$ cat config.mk
export PLATFORM = sky130hd
export DESIGN_NAME = keypad_matrix_debounce_repeat
export DESIGN_NICKNAME = d
export VERILOG_FILES = /design/src/hdl/kpd_pkg.sv /design/src/hdl/keypad_matrix_debounce_repeat.sv /design/src/hdl/kpd_ram.sv /design/src/hdl/kpd_row_update.sv
export SDC_FILE = /design/constraint.sdc
export NUM_CORES = 1
export LEC_CHECK = 0
export BUFFER_PORTS_ARGS = -buffer_cell sky130_fd_sc_hd__buf_4
export CAP_MARGIN = 20
export CORE_MARGIN = 2
export CORE_UTILIZATION = 25
export CTS_CLUSTER_SIZE = 40
export DETAILED_ROUTE_END_ITERATION = 16
export PLACE_DENSITY = 0.45
export SYNTH_ARGS = -nofsm -noshare
export SYNTH_HDL_FRONTEND = slang
export SYNTH_SLANG_ARGS = --single-unit
$ cat constraint.sdc
create_clock -name clk_i -period 16.7 [get_ports clk_i]
set_clock_uncertainty 0.15 [all_clocks]
set_input_delay 4.175 -clock clk_i [delete_from_list [all_inputs] [get_ports clk_i]]
set_output_delay 4.175 -clock clk_i [all_outputs]
set_load 0.01 [all_outputs]
$ cat src/hdl/kpd_pkg.sv
// Package for the key matrix debouncer: sizes, codes, item and row-state types.
// Used by the top level and kpd_row_update; depends on nothing.
package kpd_pkg;

  localparam int ROWS     = 16;
  localparam int RowW     = (ROWS > 1) ? $clog2(ROWS) : 1;
  localparam int KeyW     = 8;
  localparam int RowIdxW  = 4;
  localparam int HoldN    = 3;
  localparam int HoldRowW = 4;
  localparam int PaddrW   = 5;
  localparam int PdataW   = 32;

  // Command codes carried in the command field.
  typedef enum logic [2:0] {
    CMD_SCAN   = 3'd0,
    CMD_PRESS  = 3'd1,
    CMD_REPEAT = 3'd2,
    CMD_SHORT  = 3'd3,
    CMD_LONG   = 3'd4
  } cmd_e;

  // Register indexes on the configuration port (word address).
  typedef enum logic [2:0] {
    REG_IGNORE_MASK  = 3'd0,
    REG_REPEAT_MASK  = 3'd1,
    REG_REPEAT_START = 3'd2,
    REG_REPEAT_NEXT  = 3'd3,
    REG_HOLD_ROWS    = 3'd4,
    REG_HOLD_MASKS   = 3'd5
  } reg_e;

  localparam logic [7:0]  RepeatStartRst = 8'd50;
  localparam logic [7:0]  RepeatNextRst  = 8'd20;
  localparam logic [11:0] HoldRowsRst    = 12'd3013;

  typedef struct packed {
    logic [2:0]      command;
    logic [KeyW-1:0] pins;
    logic [KeyW-1:0] query_mask;
  } in_item_t;

  typedef struct packed {
    logic [KeyW-1:0]    keys;
    logic [RowIdxW-1:0] row_index;
  } out_item_t;

  typedef struct packed {
    logic [KeyW-1:0]           ignore_mask;
    logic [KeyW-1:0]           rpt_keys;
    logic [7:0]                rpt_first;
    logic [7:0]                rpt_gap;
    logic [HoldN*HoldRowW-1:0] hold_rows;
    logic [HoldN*KeyW-1:0]     hold_masks;
  } cfg_t;

  // Everything one row keeps; one memory word.
  typedef struct packed {
    logic [KeyW-1:0] count_low;
    logic [KeyW-1:0] count_high;
    logic [KeyW-1:0] debounced;
    logic [KeyW-1:0] press_latch;
    logic [KeyW-1:0] repeat_latch;
    logic [7:0]      repeat_counter;
  } row_t;

  localparam int RowStateW = $bits(row_t);

endpackage

$ cat src/hdl/keypad_matrix_debounce_repeat.sv
// Top level of the scanned key matrix debouncer with press latch and auto repeat.
// Depends on kpd_pkg, kpd_ram and kpd_row_update.
//
// Each row keeps its debounce counters, debounced keys, press and repeat latches
// and repeat counter in one word of a 16-entry RAM. An item is accepted into
// stage 1, which also issues the read of the current row; when stage 1
// advances, the new word is computed from the row word and written back,
// and the result moves into the output register. The block takes one item
// every cycle while the output register is not stalled. When consecutive
// items touch the same row, the word written on the edge of the read is taken
// from a bypass register instead of the RAM. Per-row valid bits, cleared by
// reset, make unwritten rows read as all zero, so there is no clearing pass
// after reset. A scan advances the row pointer; queries act on the row it names.
// Configuration is by an APB-style port with word registers at 4*index.
module keypad_matrix_debounce_repeat (
  input  logic                            clk_i,
  input  logic                            rst_ni,
  input  logic                            in_valid_i,
  output logic                            in_ready_o,
  input  kpd_pkg::in_item_t               in_data_i,
  output logic                            out_valid_o,
  input  logic                            out_ready_i,
  output kpd_pkg::out_item_t              out_data_o,
  input  logic                            psel,
  input  logic                            penable,
  input  logic                            pwrite,
  input  logic [kpd_pkg::PaddrW-1:0]      paddr,
  input  logic [kpd_pkg::PdataW-1:0]      pwdata,
  output logic [kpd_pkg::PdataW-1:0]      prdata,
  output logic                            pready
);
  import kpd_pkg::*;

  // Configuration registers.
  cfg_t       cfg_q;
  logic       cfg_wr;
  reg_e       cfg_idx;

  // Row pointer and stage 1 (row read in flight).
  logic [RowW-1:0] row_ptr_q, row_ptr_d;
  logic            s1_valid_q;
  in_item_t        s1_item_q;
  logic [RowW-1:0] s1_row_q;

  // Bypass of the last written row word.
  logic            byp_valid_q;
  logic [RowW-1:0] byp_row_q;
  row_t            byp_data_q;

  // Rows written since reset.
  logic [ROWS-1:0] row_vld_q;

  // Output register.
  logic       out_valid_q;
  out_item_t  out_data_q;

  logic            in_fire;
  logic            s1_adv;
  row_t            ram_rdata;
  row_t            row_old;
  row_t            row_new;
  logic [KeyW-1:0] keys;

  assign pready  = 1'b1;
  assign cfg_wr  = psel && penable && pwrite && pready;
  assign cfg_idx = reg_e'(paddr[PaddrW-1:2]);

  // Hold configuration registers; write on the access phase.
  always_ff @(posedge clk_i or negedge rst_ni) begin
    if (!rst_ni) begin
      cfg_q.ignore_mask <= '0;
      cfg_q.rpt_keys    <= '0;
      cfg_q.rpt_first   <= RepeatStartRst;
      cfg_q.rpt_gap     <= RepeatNextRst;
      cfg_q.hold_rows   <= HoldRowsRst;
      cfg_q.hold_masks  <= '0;
    end else if (cfg_wr) begin
      case (cfg_idx)
        REG_IGNORE_MASK:  cfg_q.ignore_mask <= pwdata[KeyW-1:0];
        REG_REPEAT_MASK:  cfg_q.rpt_keys    <= pwdata[KeyW-1:0];
        REG_REPEAT_START: cfg_q.rpt_first   <= pwdata[7:0];
        REG_REPEAT_NEXT:  cfg_q.rpt_gap     <= pwdata[7:0];
        REG_HOLD_ROWS:    cfg_q.hold_rows   <= pwdata[HoldN*HoldRowW-1:0];
        REG_HOLD_MASKS:   cfg_q.hold_masks  <= pwdata[HoldN*KeyW-1:0];
        default: ;
      endcase
    end
  end

  // Read back the addressed register.
  always_comb begin
    case (cfg_idx)
      REG_IGNORE_MASK:  prdata = PdataW'(cfg_q.ignore_mask);
      REG_REPEAT_MASK:  prdata = PdataW'(cfg_q.rpt_keys);
      REG_REPEAT_START: prdata = PdataW'(cfg_q.rpt_first);
      REG_REPEAT_NEXT:  prdata = PdataW'(cfg_q.rpt_gap);
      REG_HOLD_ROWS:    prdata = PdataW'(cfg_q.hold_rows);
      REG_HOLD_MASKS:   prdata = PdataW'(cfg_q.hold_masks);
      default:          prdata = '0;
    endcase
  end

  // Stage 1 advances when the output register is free or being emptied.
  assign s1_adv     = s1_valid_q && (!out_valid_q || out_ready_i);
  assign in_ready_o = !s1_valid_q || s1_adv;
  assign in_fire    = in_valid_i && in_ready_o;

  // Advance the row pointer on every accepted scan, wrapping after the last row.
  always_comb begin
    row_ptr_d = row_ptr_q;
    if (in_fire && cmd_e'(in_data_i.command) == CMD_SCAN) begin
      row_ptr_d = (int'(row_ptr_q) >= ROWS - 1) ? '0 : row_ptr_q + RowW'(1);
    end
  end

  always_ff @(posedge clk_i or negedge rst_ni) begin
    if (!rst_ni) begin
      row_ptr_q  <= '0;
      s1_valid_q <= 1'b0;
    end else begin
      row_ptr_q <= row_ptr_d;
      if (in_fire) begin
        s1_valid_q <= 1'b1;
      end else if (s1_adv) begin
        s1_valid_q <= 1'b0;
      end
    end
  end

  always_ff @(posedge clk_i) begin
    if (in_fire) begin
      s1_item_q <= in_data_i;
      s1_row_q  <= row_ptr_q;
    end
  end

  kpd_ram #(
    .Width (RowStateW),
    .Depth (ROWS)
  ) u_row_ram (
    .clk_i   (clk_i),
    .we_i    (s1_adv),
    .waddr_i (s1_row_q),
    .wdata_i (row_new),
    .re_i    (in_fire),
    .raddr_i (row_ptr_q),
    .rdata_o (ram_rdata)
  );

  // Pick the row word: fresh write first, then the RAM, zero for unwritten rows.
  always_comb begin
    if (byp_valid_q && byp_row_q == s1_row_q) begin
      row_old = byp_data_q;
    end else if (row_vld_q[s1_row_q]) begin
      row_old = ram_rdata;
    end else begin
      row_old = '0;
    end
  end

  kpd_row_update u_update (
    .cfg_i  (cfg_q),
    .item_i (s1_item_q),
    .row_i  (s1_row_q),
    .old_i  (row_old),
    .new_o  (row_new),
    .keys_o (keys)
  );

  always_ff @(posedge clk_i or negedge rst_ni) begin
    if (!rst_ni) begin
      byp_valid_q <= 1'b0;
      row_vld_q   <= '0;
      out_valid_q <= 1'b0;
    end else begin
      if (s1_adv) begin
        byp_valid_q          <= 1'b1;
        row_vld_q[s1_row_q]  <= 1'b1;
        out_valid_q          <= 1'b1;
      end else if (out_ready_i) begin
        out_valid_q <= 1'b0;
      end
    end
  end

  always_ff @(posedge clk_i) begin
    if (s1_adv) begin
      byp_row_q            <= s1_row_q;
      byp_data_q           <= row_new;
      out_data_q.keys      <= keys;
      out_data_q.row_index <= RowIdxW'(s1_row_q);
    end
  end

  assign out_valid_o = out_valid_q;
  assign out_data_o  = out_data_q;

  // The row pointer moves only on an accepted item.
  a_ptr_holds: assert property (@(posedge clk_i) disable iff (!rst_ni)
    !in_fire |=> $stable(row_ptr_q))
    else $error("row pointer moved without an accepted item");

  // A blocked stage 1 keeps its item and row.
  a_s1_holds: assert property (@(posedge clk_i) disable iff (!rst_ni)
    s1_valid_q && !s1_adv |=> s1_valid_q && $stable(s1_item_q) && $stable(s1_row_q))
    else $error("stage 1 item lost while stalled");

  // A write-back always lands a result in the output register.
  a_wb_out: assert property (@(posedge clk_i) disable iff (!rst_ni)
    s1_adv |=> out_valid_q && byp_valid_q && row_vld_q[byp_row_q])
    else $error("write-back without a result");

endmodule

$ cat src/hdl/kpd_ram.sv
// Generic single-port-write, single-port-read RAM with registered read data.
// Standalone; no package needed.
module kpd_ram #(
  parameter int Width = 8,
  parameter int Depth = 16
) (
  input  logic                                  clk_i,
  input  logic                                  we_i,
  input  logic [((Depth > 1) ? $clog2(Depth) : 1)-1:0] waddr_i,
  input  logic [Width-1:0]                      wdata_i,
  input  logic                                  re_i,
  input  logic [((Depth > 1) ? $clog2(Depth) : 1)-1:0] raddr_i,
  output logic [Width-1:0]                      rdata_o
);

  logic [Width-1:0] mem_q [Depth];
  logic [Width-1:0] rdata_q;

  always_ff @(posedge clk_i) begin
    if (we_i) begin
      mem_q[waddr_i] <= wdata_i;
    end
    if (re_i) begin
      rdata_q <= mem_q[raddr_i];
    end
  end

  assign rdata_o = rdata_q;

endmodule

$ cat src/hdl/kpd_row_update.sv
// Next row state and answer for one item: debounce, latch, repeat, query clear.
// Depends on kpd_pkg.
module kpd_row_update (
  input  kpd_pkg::cfg_t                cfg_i,
  input  kpd_pkg::in_item_t            item_i,
  input  logic [kpd_pkg::RowW-1:0]     row_i,
  input  kpd_pkg::row_t                old_i,
  output kpd_pkg::row_t                new_o,
  output logic [kpd_pkg::KeyW-1:0]     keys_o
);
  import kpd_pkg::*;

  logic [KeyW-1:0] hold_keep;
  logic [KeyW-1:0] change;
  logic [KeyW-1:0] flip;
  logic [KeyW-1:0] cl_new;
  logic [KeyW-1:0] ch_new;
  logic [KeyW-1:0] db_new;
  logic [7:0]      rc_base;
  logic [7:0]      rc_dec;
  logic [KeyW-1:0] press_m;
  logic [KeyW-1:0] rep_m;

  // Keys of this row that a press, short or long read leaves latched.
  always_comb begin
    logic [HoldRowW-1:0] hrow;
    hold_keep = '0;
    for (int i = 0; i < HoldN; i++) begin
      hrow = cfg_i.hold_rows[i*HoldRowW +: HoldRowW];
      if (int'(hrow) < ROWS && hrow == HoldRowW'(row_i)) begin
        hold_keep = hold_keep | cfg_i.hold_masks[i*KeyW +: KeyW];
      end
    end
  end

  // Vertical counter scan path.
  always_comb begin
    change  = old_i.debounced ^ ~(cfg_i.ignore_mask | item_i.pins);
    cl_new  = ~(old_i.count_low & change);
    ch_new  = cl_new ^ (old_i.count_high & change);
    flip    = change & cl_new & ch_new;
    db_new  = old_i.debounced ^ flip;
    rc_base = ((db_new & cfg_i.rpt_keys) == '0) ? cfg_i.rpt_first
                                                : old_i.repeat_counter;
    rc_dec  = rc_base - 8'd1;
  end

  always_comb begin
    new_o   = old_i;
    keys_o  = '0;
    press_m = '0;
    rep_m   = '0;
    case (cmd_e'(item_i.command))
      CMD_SCAN: begin
        new_o.count_low   = cl_new;
        new_o.count_high  = ch_new;
        new_o.debounced   = db_new;
        new_o.press_latch = old_i.press_latch | (db_new & flip);
        if (rc_dec == 8'd0) begin
          new_o.repeat_counter = cfg_i.rpt_gap;
          new_o.repeat_latch   = old_i.repeat_latch | (db_new & cfg_i.rpt_keys);
        end else begin
          new_o.repeat_counter = rc_dec;
        end
        keys_o = db_new;
      end
      CMD_PRESS: begin
        press_m           = item_i.query_mask & old_i.press_latch;
        new_o.press_latch = old_i.press_latch & ~(press_m & ~hold_keep);
        keys_o            = press_m;
      end
      CMD_REPEAT: begin
        rep_m              = item_i.query_mask & old_i.repeat_latch;
        new_o.repeat_latch = old_i.repeat_latch & ~rep_m;
        keys_o             = rep_m;
      end
      CMD_SHORT: begin
        press_m           = item_i.query_mask & ~old_i.debounced & old_i.press_latch;
        new_o.press_latch = old_i.press_latch & ~(press_m & ~hold_keep);
        keys_o            = press_m;
      end
      CMD_LONG: begin
        rep_m              = item_i.query_mask & old_i.repeat_latch;
        new_o.repeat_latch = old_i.repeat_latch & ~rep_m;
        press_m            = rep_m & old_i.press_latch;
        new_o.press_latch  = old_i.press_latch & ~(press_m & ~hold_keep);
        keys_o             = press_m;
      end
      default: begin
        keys_o = '0;
      end
    endcase
  end

endmodule
==> run_results.csv, run 1 <==
group,metric,value,unit
critical_path,critPathTopFamily,"buffers and inverters",
floorplanning,initial_core_util,25.2,%
logic_synthesis,synth_area_leader_cell,"edfxtp_1",
run_status,status,"finished clean",
logic_synthesis,ys_seq_area_share,74.0,%
critical_path,critPathBufInv,4,
sta,slew_headroom,14.8,%
floorplanning,die_w,402,um
sta,tightest_slew,1280,ps
grt,grt_pass1_vias,21144,
place,hpwlAfterDp,64500,um
critical_path,worstSetupStartpointType,"primary input",
floorplanning,die_h,402,um
clocking,cts.reportedPaths.clkPinSlew,60,ps
floorplanning,ioPinCount,110,
place,dp.cells,4058,
critical_path,crit_type,"primary input to primary output",
finish,final_nets,2203,
flow_run,max_cap_viol_count,0,
logic_synthesis,ys_seq_elements,990,
clocking,h-tree-depth,3,
floorplanning,die_area,161000,um2
logic_synthesis,synth_area,39600,um2
clocking,cts-resized-gates,0,
sta,drv_slew,0,
route,via_per_inst,4.78,
power_and_ir_drop,total_power,8.43,mW
route,vias,20416,
critical_path,r2r-end,"u_row_ram.mem_q[3][11]",
clocking,clock_path_buffers,3,
sta,tns,0,ps
logic_synthesis,yosysUniqueCellTypes,61,
route,wl_per_cell,26.5,um
sta,fin_crit_sh,62.6,%
worst_hold_path,hp-start,"row_vld_q[7]",
grt,antenna_found_initial,2,
logic_synthesis,ys_async_sr_fraction,9.19,%
critical_path,cp_max_fo,25,
critical_path,max_stage_delay,600,ps
floorplanning,num_rows,145,
critical_path,r2r_setup_slack,7550,ps
sta,fin_crit,10450,ps
place,place_congestion,0.825,
clocking,clock_latency,730,ps
clocking,numCtsBuffers,107,
critical_path,crit_path_cell_trace,"buf_4 -> inv_2 -> nor2_1 -> buf_4 -> a22oi_1 -> o22ai_1 -> buf_4",
finish,instances_no_fill,4275,
clocking,cts_hold_buf,0,
sta,finalHoldViolations,0,
critical_path,crit_required,12380,ps
logic_synthesis,syn_inst,1955,
logic_synthesis,synth_area_per_cell,20.2,um2
logic_synthesis,synth-edff-count,899,
critical_path,crit_path_end_kind,"primary output",
critical_path,slowest_stage,"o22ai_1",
route,drc,0,
route,initialDrtViolationCount,1804,
sta,setup_viol,0,
grt,grt_max_degree,108,
route,drt_wl_total,113000,um
sta,fmax,95.7,MHz
route,drt_first_pass_iters,6,
clocking,cts_tree,"yes",
logic_synthesis,yosys-top-cells-area,"edfxtp_1 (68%), mux4_2 (14%), dfrtp_1 (5.0%)",
clocking,clkSinkCount,990,
grt,grt_use_total,13.9,%
place,portBuffers,90,
critical_path,cpMostUsedCell,"buf_4",
clocking,root_buffer,"clkbuf_16",
critical_path,r2r_start,"s1_row_q[3]",
logic_synthesis,synth_ff_type,"edfxtp_1",
grt,grt-ovfl-total,0,
grt,grt_first_pass_wirelength,160000,um
logic_synthesis,ys_warn_count,0,
sta,rsz0062_at_grt,"no",
critical_path,critical_path_arrival,6130,ps
power_and_ir_drop,leakage,15.2,nW
logic_synthesis,synth.top_cell.area_share,68.2,%
route,ant_nets,0,
floorplanning,core,157000,um2
power_and_ir_drop,p_per_area,181,nW/um2
finish,syn2layout_area_growth,17.9,%
finish,drive_gt1_share,31.6,%
worst_hold_path,holdPathEnd,"row_vld_q[7]",
worst_hold_path,hold_path_class,"flop to flop",
power_and_ir_drop,vdd_drop_max,0.127,mV
critical_path,reg2reg_depth,18,
worst_hold_path,hold_depth,1,
clocking,cts_setup_buffers,0,
-- registers in the layout (all words and copies together) (netlist names) --
signal             count
byp_valid_q            1
out_valid_o            1
s1_valid_q             1
row_ptr_q              4
row_vld_q             16
u_row_ram.mem_q      768
cfg_q                 68
out_data_o            12
s1_item_q             19
s1_row_q               4
byp_data_q            48
u_row_ram.rdata_o     48
-- per-stage QoR --
stage	area, um2	setup slack (ps)	hold slack [ps]	util, %
3_5_place_dp	43000	5580	297	27.4
2_1_floorplan	39600	6740	271	-
5_1_grt	46700	6180	324	29.8
6_report	46700	6250	314	29.8
3_3_place_gp	43000	5650	296	27.4
4_1_cts	46500	5580	312	29.7
-- synthesized netlist by cell type (all sizes together) (11+ instances only) --
library cell / n
mux2: 74
nand4: 11
o21ai: 25
or2: 21
mux2i: 26
mux4: 246
nand2b: 19
a22o: 19
nor3: 21
nand3: 21
clkbuf: 73
nand2: 52
ha: 11
xor2: 16
a31oi: 13
and3: 24
dfstp: 12
inv: 11
buf: 36
edfxtp: 899
nor2: 58
a221oi: 11
a21oi: 26
dfrtp: 79
o22ai: 13
a22oi: 44
xnor2: 11
-- power breakdown --
part | switching [mW] | internal, mW | leakage [nW]
combinational | 1.44 | 1.01 | 4.16
clock | 0.997 | 1.37 | 1.68
sequential | 0.186 | 3.42 | 9.36
-- layer usage --
layer	up-vias	track usage [%]	share of wire [%]	routed length (um)
li1	8466	-	-	-
met1	11078	19.4	45	51000
met2	681	21.7	46	52000
met3	191	2.67	5.8	6610
met4	0	4.40	3.2	3600
met5	-	0	0	0
-- how the worst max path moves through the flow --
stage,from,end,cells after the start
after floorplan,paddr[2],prdata[0],5
after global placement,paddr[2],prdata[1],6
after detailed placement,paddr[2],prdata[1],6
after CTS,paddr[2],prdata[1],6
after global routing,paddr[2],prdata[1],7
final,paddr[2],prdata[1],7
-- layout make-up --
class	count	area, um2
antenna	1	2.50
clock buffer	135	2780
clock inverter	61	719
fill	15307	110000
inverter	11	42.5
multi-input combinational	852	9960
sequential	990	29300
tap	2058	2570
timing repair buffer	167	1270
-- placed cells by master (no fill, tap or decap), types with 12 or more instances in the layout --
master	instances
clkinv_1	25
nand3_1	21
edfxtp_1	899
o21ai_0	24
nand2_1	52
dfstp_2	12
nor3_1	17
a21oi_1	26
bufinv_16	12
dfrtp_1	75
a22oi_1	44
mux2_2	74
clkbuf_1	28
a31oi_1	13
nor2_4	14
clkinv_2	13
mux4_2	246
a22o_1	19
nor2_1	44
nand2b_1	19
and3_1	24
o22ai_1	13
mux2i_1	25
buf_4	166
xor2_1	16
clkbuf_16	107
or2_2	20
-- cells by family after synthesis --
| group | count (synthesis) | synth area share (%) |
|---|---|---|
| AO/OA/AOI/OAI | 196 | 3.52 |
| XOR/XNOR | 27 | 0.598 |
| adder cells (fa/ha/maj) | 11 | 0.348 |
| buffers and inverters | 120 | 1.26 |
| flip-flops | 990 | 74.0 |
| multiplexers | 346 | 16.8 |
| other | 2 | 0.0190 |
| AND/OR/NAND/NOR | 263 | 3.45 |
No activity file was read; power rests on OpenSTA's default activity.
==> inputs of run 2 (changes only) <==
clock period = 9.95 ns   (was 16.7 ns; I/O delays follow)
==> run_results.csv, run 2 (synthesis gave the netlist of run 1 again) <==
group,metric,value,unit
clocking,cts_tree,"yes",
sta,tightest_slew,1300,ps
finish,mostFrequentLayoutCell,"edfxtp_1",
clocking,clkSinkCount,990,
route,wl_per_cell,26.4,um
finish,post-route-util,29.8,%
critical_path,worstSetupStartpointType,"flop",
route,ant_nets,0,
route,drt_wl_total,113000,um
sta,slew_headroom,13.0,%
worst_hold_path,hold_path_class,"flop to flop",
grt,antenna_found_initial,6,
finish,drive_gt1_share,32.0,%
finish,fillCellCount,15313,
sta,setup_viol,0,
clocking,cts-resized-gates,0,
critical_path,crit_path_cell_trace,"buf_4 -> mux4_2 -> mux4_2 -> a21boi_4 -> buf_12 -> a22oi_1 -> xnor2_1 -> and3_1 -> ha_1 -> nand2b_1 -> nand4_1 -> nor2_1 -> a221o_1 -> o21ai_0 -> ha_1 -> xnor2_1 -> nor4b_4 -> nand3_1 -> a22oi_1",
clocking,cts_hold_buf,0,
floorplanning,num_rows,145,
grt,grt_use_total,13.8,%
finish,final_nets,2211,
floorplanning,die_w,402,um
critical_path,r2r_start,"s1_row_q[2]",
worst_hold_path,hp-start,"row_vld_q[12]",
finish,regArea,29300,um2
finish,mostFrequentLayoutCells,"edfxtp_1 (899), mux4_2 (246), buf_4 (171), clkbuf_16 (108), dfrtp_1 (75)",
critical_path,r2r-end,"u_row_ram.mem_q[0][2]",
sta,fin_crit_sh,82.2,%
sta,tns,0,ps
route,drt_first_pass_iters,7,
critical_path,max_stage_delay,980,ps
sta,drv_slew,0,
place,place_congestion,0.811,
clocking,numCtsBuffers,107,
critical_path,cp_max_fo,38,
grt,grt_max_degree,104,
sta,finalHoldViolations,0,
worst_hold_path,hold_depth,1,
power_and_ir_drop,p_per_area,301,nW/um2
critical_path,r2r_setup_slack,1780,ps
finish,top_register,"u_row_ram.mem_q",
finish,syn2layout_area_growth,17.9,%
critical_path,critPathTopFamily,"compound AO/OA/AOI/OAI gates",
floorplanning,core,157000,um2
place,hpwlAfterDp,64700,um
clocking,clock_path_buffers,3,
power_and_ir_drop,leakage,15.2,nW
critical_path,critical_path_arrival,8350,ps
clocking,root_buffer,"clkbuf_16",
critical_path,crit_required,10120,ps
route,initialDrtViolationCount,1948,
critical_path,crit_type,"flop to flop",
finish,reg_top3,"u_row_ram.mem_q: 768 flops, cfg_q: 68 flops",
critical_path,slowest_stage,"a22oi_1",
sta,rsz0062_at_grt,"no",
finish,multi_input_area,9960,um2
floorplanning,die_area,161000,um2
clocking,clock_latency,720,ps
place,portBuffers,90,
floorplanning,die_h,402,um
flow_run,max_cap_viol_count,0,
grt,grt_first_pass_wirelength,160000,um
power_and_ir_drop,vdd_drop_max,0.203,mV
clocking,cts_setup_buffers,0,
critical_path,reg2reg_depth,19,
route,via_per_inst,4.76,
grt,grt_pass1_vias,21091,
sta,fin_crit,8170,ps
critical_path,crit_path_end_kind,"flop",
grt,grt-ovfl-total,0,
run_status,status,"finished clean",
route,vias,20380,
finish,diodes,0,
finish,largest_register_ffs,768,
worst_hold_path,holdPathEnd,"row_vld_q[12]",
route,drc,0,
clocking,h-tree-depth,3,
critical_path,critPathBufInv,2,
sta,fmax,122,MHz
floorplanning,ioPinCount,110,
floorplanning,initial_core_util,25.2,%
clocking,cts.reportedPaths.clkPinSlew,60,ps
-- run 2: cell count changes in the layout (fill, tap and decap cells not counted), moves of 3 or more --
cell       delta
bufinv_16     -4
buf_4         +5
clkbuf_1      +4
clkinv_2      +3
clkinv_1      -5
-- run 2: worst max-delay path by stage --
stage	slack (ps)	to	cells after the start	start
5_1_grt	1300	u_row_ram.mem_q[0][2]	18	s1_row_q[2]
6_report	1780	u_row_ram.mem_q[0][2]	19	s1_row_q[2]
4_1_cts	1610	u_row_ram.mem_q[9][11]	19	s1_row_q[2]
3_5_place_dp	1690	u_row_ram.mem_q[11][11]	19	s1_row_q[2]
3_3_place_gp	1840	u_row_ram.mem_q[0][11]	19	s1_row_q[2]
2_1_floorplan	1680	u_row_ram.mem_q[1][0]	5	out_ready_i
-- run 2: per-stage QoR --
| stage | power (mW) | hold WS (ps) | setup WS, ps | cells | cell area, um2 |
|---|---|---|---|---|---|
| floorplan | 8.78 | 271 | 1680 | 1962 | 39600 |
| global placement | 10.1 | 297 | 1840 | 4068 | 43100 |
| detailed placement | 10.3 | 305 | 1690 | 4071 | 43100 |
| CTS | 14.2 | 321 | 1610 | 4268 | 46500 |
| global route | 14.7 | 337 | 1300 | 4283 | 46600 |
| finish | 14.0 | 321 | 1780 | 4283 | 46600 |
-- run 2: worst reg2reg max path: cells and delay by family (launching register included) --
| kind | cells | cell delay (ps) |
|---|---|---|
| muxes | 2 | 1160 |
| adders and majority gates | 2 | 660 |
| buffers and inverters | 2 | 510 |
| xor gates and xnor gates | 2 | 600 |
| DFF | 1 | 450 |
| and+or+nand+nor | 6 | 2050 |
| AOI/OAI and AO/OA | 5 | 2210 |
-- run 2: routing by layer --
metal,global-route usage [%],part of all wire (%),vias to the layer above
met4,4.36,2.8,2
met2,21.6,46,681
li1,-,-,8478
met1,19.4,45,11047
met3,2.67,5.8,172
met5,0,0.011,-
-- run 2: area by class of cell --
cell class,instances,share of cell area [%]
Clock inverter,57,1.21
Timing Repair Buffer,175,2.94
Clock buffer,140,6.05
Inverter,11,0.0912
Sequential cell,990,62.8
Multi-Input combinational cell,852,21.4
Tap cell,2058,5.52
-- run 2: power by group --
part / internal, mW / switching, mW / total (mW)
registers: 5.74 / 0.322 / 6.06
clock network: 2.21 / 1.65 / 3.86
logic: 1.72 / 2.41 / 4.12
total: 9.66 / 4.38 / 14.0
==> inputs of run 3 (changes only) <==
clock period = 7.6 ns   (was 9.95 ns; I/O delays follow)
==> run_results.csv, run 3 (synthesis gave the netlist of run 1 again) <==
group,metric,value,unit
critical_path,critPathBufInv,4,
route,wl_per_cell,26.4,um
finish,drive_gt1_share,32.6,%
floorplanning,initial_core_util,25.2,%
sta,worst_slack,419,ps
sta,rsz0062_at_grt,"no",
clocking,clkSinkCount,990,
sta,drv_slew,0,
power_and_ir_drop,swShare,30.9,%
grt,grt_max_degree,131,
sta,slew_headroom,14.0,%
critical_path,cp_max_fo,17,
clocking,clock_path_buffers,3,
critical_path,crit_type,"flop to flop",
route,ant_nets,0,
finish,fillCellCount,15310,
power_and_ir_drop,switchingPower,5.72,mW
finish,final_nets,2222,
finish,mostFrequentLayoutCell,"edfxtp_1",
power_and_ir_drop,p_seq_share,42.8,%
critical_path,r2r_setup_slack,420,ps
power_and_ir_drop,internal_power,12.8,mW
critical_path,worstSetupStartpointType,"flop",
grt,grt_pass1_vias,21010,
sta,tns,0,ps
floorplanning,die_area,161000,um2
sta,hold_slack,316,ps
route,drt_first_pass_iters,6,
floorplanning,ioPinCount,110,
sta,fmax,139,MHz
critical_path,slowest_stage,"mux4_2",
clocking,h-tree-depth,3,
critical_path,crit_path_end_kind,"flop",
sta,fin_crit_sh,94.5,%
run_status,status,"finished clean",
power_and_ir_drop,leakage,15.3,nW
place,place_congestion,0.809,
place,dp.cells,4085,
critical_path,max_stage_delay,630,ps
route,via_per_inst,4.76,
clocking,cts_tree,"yes",
finish,mostFrequentLayoutCells,"edfxtp_1 (899), mux4_2 (246), buf_4 (175), clkbuf_16 (108), dfrtp_1 (75)",
clocking,clock_latency,720,ps
floorplanning,num_rows,145,
critical_path,critPathTopFamily,"simple AND/OR/NAND/NOR gates",
floorplanning,die_h,402,um
finish,reg_top3,"u_row_ram.mem_q: 768 flops, cfg_q: 68 flops",
grt,grt_first_pass_wirelength,160000,um
critical_path,critical_path_arrival,7560,ps
critical_path,cpMostUsedCell,"buf_4",
grt,antenna_found_initial,4,
grt,grt-ovfl-total,0,
power_and_ir_drop,p_per_area,395,nW/um2
sta,fin_crit,7180,ps
finish,instances_no_fill,4294,
finish,largest_register_ffs,768,
grt,grt_use_total,13.8,%
place,portBuffers,90,
critical_path,crit_required,7980,ps
sta,setup_viol,0,
place,pre_cts_ws,269,ps
worst_hold_path,hold_path_class,"flop to flop",
route,initialDrtViolationCount,1706,
critical_path,crit_path_cell_trace,"mux4_2 -> mux4_2 -> a21boi_4 -> buf_4 -> a22oi_1 -> xor2_1 -> nor3_1 -> ha_1 -> nand2b_1 -> nand4_1 -> buf_4 -> nor2_1 -> a221o_1 -> o21ai_0 -> ha_1 -> xnor2_1 -> nor4b_4 -> buf_4 -> nand3_1 -> o21ai_0 -> buf_4",
sta,tightest_slew,1290,ps
floorplanning,die_w,402,um
finish,syn2layout_area_growth,18.5,%
floorplanning,core,157000,um2
clocking,cts.reportedPaths.clkPinSlew,60,ps
clocking,numCtsBuffers,106,
power_and_ir_drop,vdd_drop_max,0.316,mV
route,drc,0,
flow_run,max_cap_viol_count,0,
route,vias,20452,
clocking,root_buffer,"clkbuf_16",
place,hpwlAfterDp,66000,um
clocking,cts_hold_buf,0,
power_and_ir_drop,p_clk_share,27.6,%
sta,finalHoldViolations,0,
finish,top_register,"u_row_ram.mem_q",
power_and_ir_drop,combPwrFrac,29.6,%
route,drt_wl_total,113000,um
-- run 3: cell types whose count changed in the layout (fill, tap and decap cells not counted), moves of 3 or more --
cell,change
buf_12,+7
buf_4,+4
clkbuf_1,-7
clkinv_2,+3
-- run 3: path summary, 6_finish.rpt --
check / start / depth (start not counted) / endpoint
max reg2reg: s1_row_q[2] / 21 / u_row_ram.mem_q[1][9]
min reg2reg: row_vld_q[8] / 1 / row_vld_q[8]
min: row_vld_q[8] / 1 / row_vld_q[8]
min in group asynchronous: rst_ni / 1 / row_ptr_q[1]
max in group asynchronous: rst_ni / 2 / cfg_q[23]
max: s1_row_q[2] / 21 / u_row_ram.mem_q[1][9]
-- run 3: through the flow --
stage,power (mW),util [%],instance area (um2)
final,18.5,29.9,46900
after global routing,19.4,29.9,46900
after CTS,18.7,29.8,46800
after detailed placement,13.5,27.6,43300
after global placement,13.4,27.6,43300
after floorplan,11.5,-,39600
-- run 3: worst reg2reg max path, delay by kind of cell, from the launching register on --
family,cells,cell delay (ps)
simple gates,6,1460
compound gates,5,1390
mux,2,1180
buf+inv,4,1050
fa+ha+maj,2,620
xor+xnor,2,590
flops,1,540
-- run 3: layer usage --
metal | routed length [um] | GRT usage (%) | share of wire, %
met3 | 5540 | 2.15 | 4.9
met2 | 52300 | 21.7 | 46
met5 | 13 | 0 | 0.011
met4 | 2460 | 3.48 | 2.2
met1 | 52900 | 20.1 | 47
-- run 3: layout make-up --
type	count	area (um2)	area share, %
Sequential cell	990	29300	62.5
Inverter	11	42.5	0.0908
Clock buffer	135	2820	6.03
Multi-Input combinational cell	852	9980	21.3
Timing Repair Buffer	187	1550	3.30
Antenna cell	2	5.00	0.0107
Clock inverter	59	593	1.27
Tap cell	2058	2570	5.49
-- run 3: power by group through the flow --
stage	logic (mW)	clock network (mW)	registers [mW]
after floorplan	3.73	0	7.76
after global placement	5.33	0	8.04
after detailed placement	5.48	0	8.06
after CTS	5.49	5.26	7.95
after global routing	5.93	5.46	7.99
final	5.48	5.12	7.93
-- run 3: what timing repair did --
action                                  in CTS  in global routing
resized for setup                            0                  1
hold endpoints to repair                     0                  0
endpoints found under the setup margin       0                136
setup buffers                                0                  1
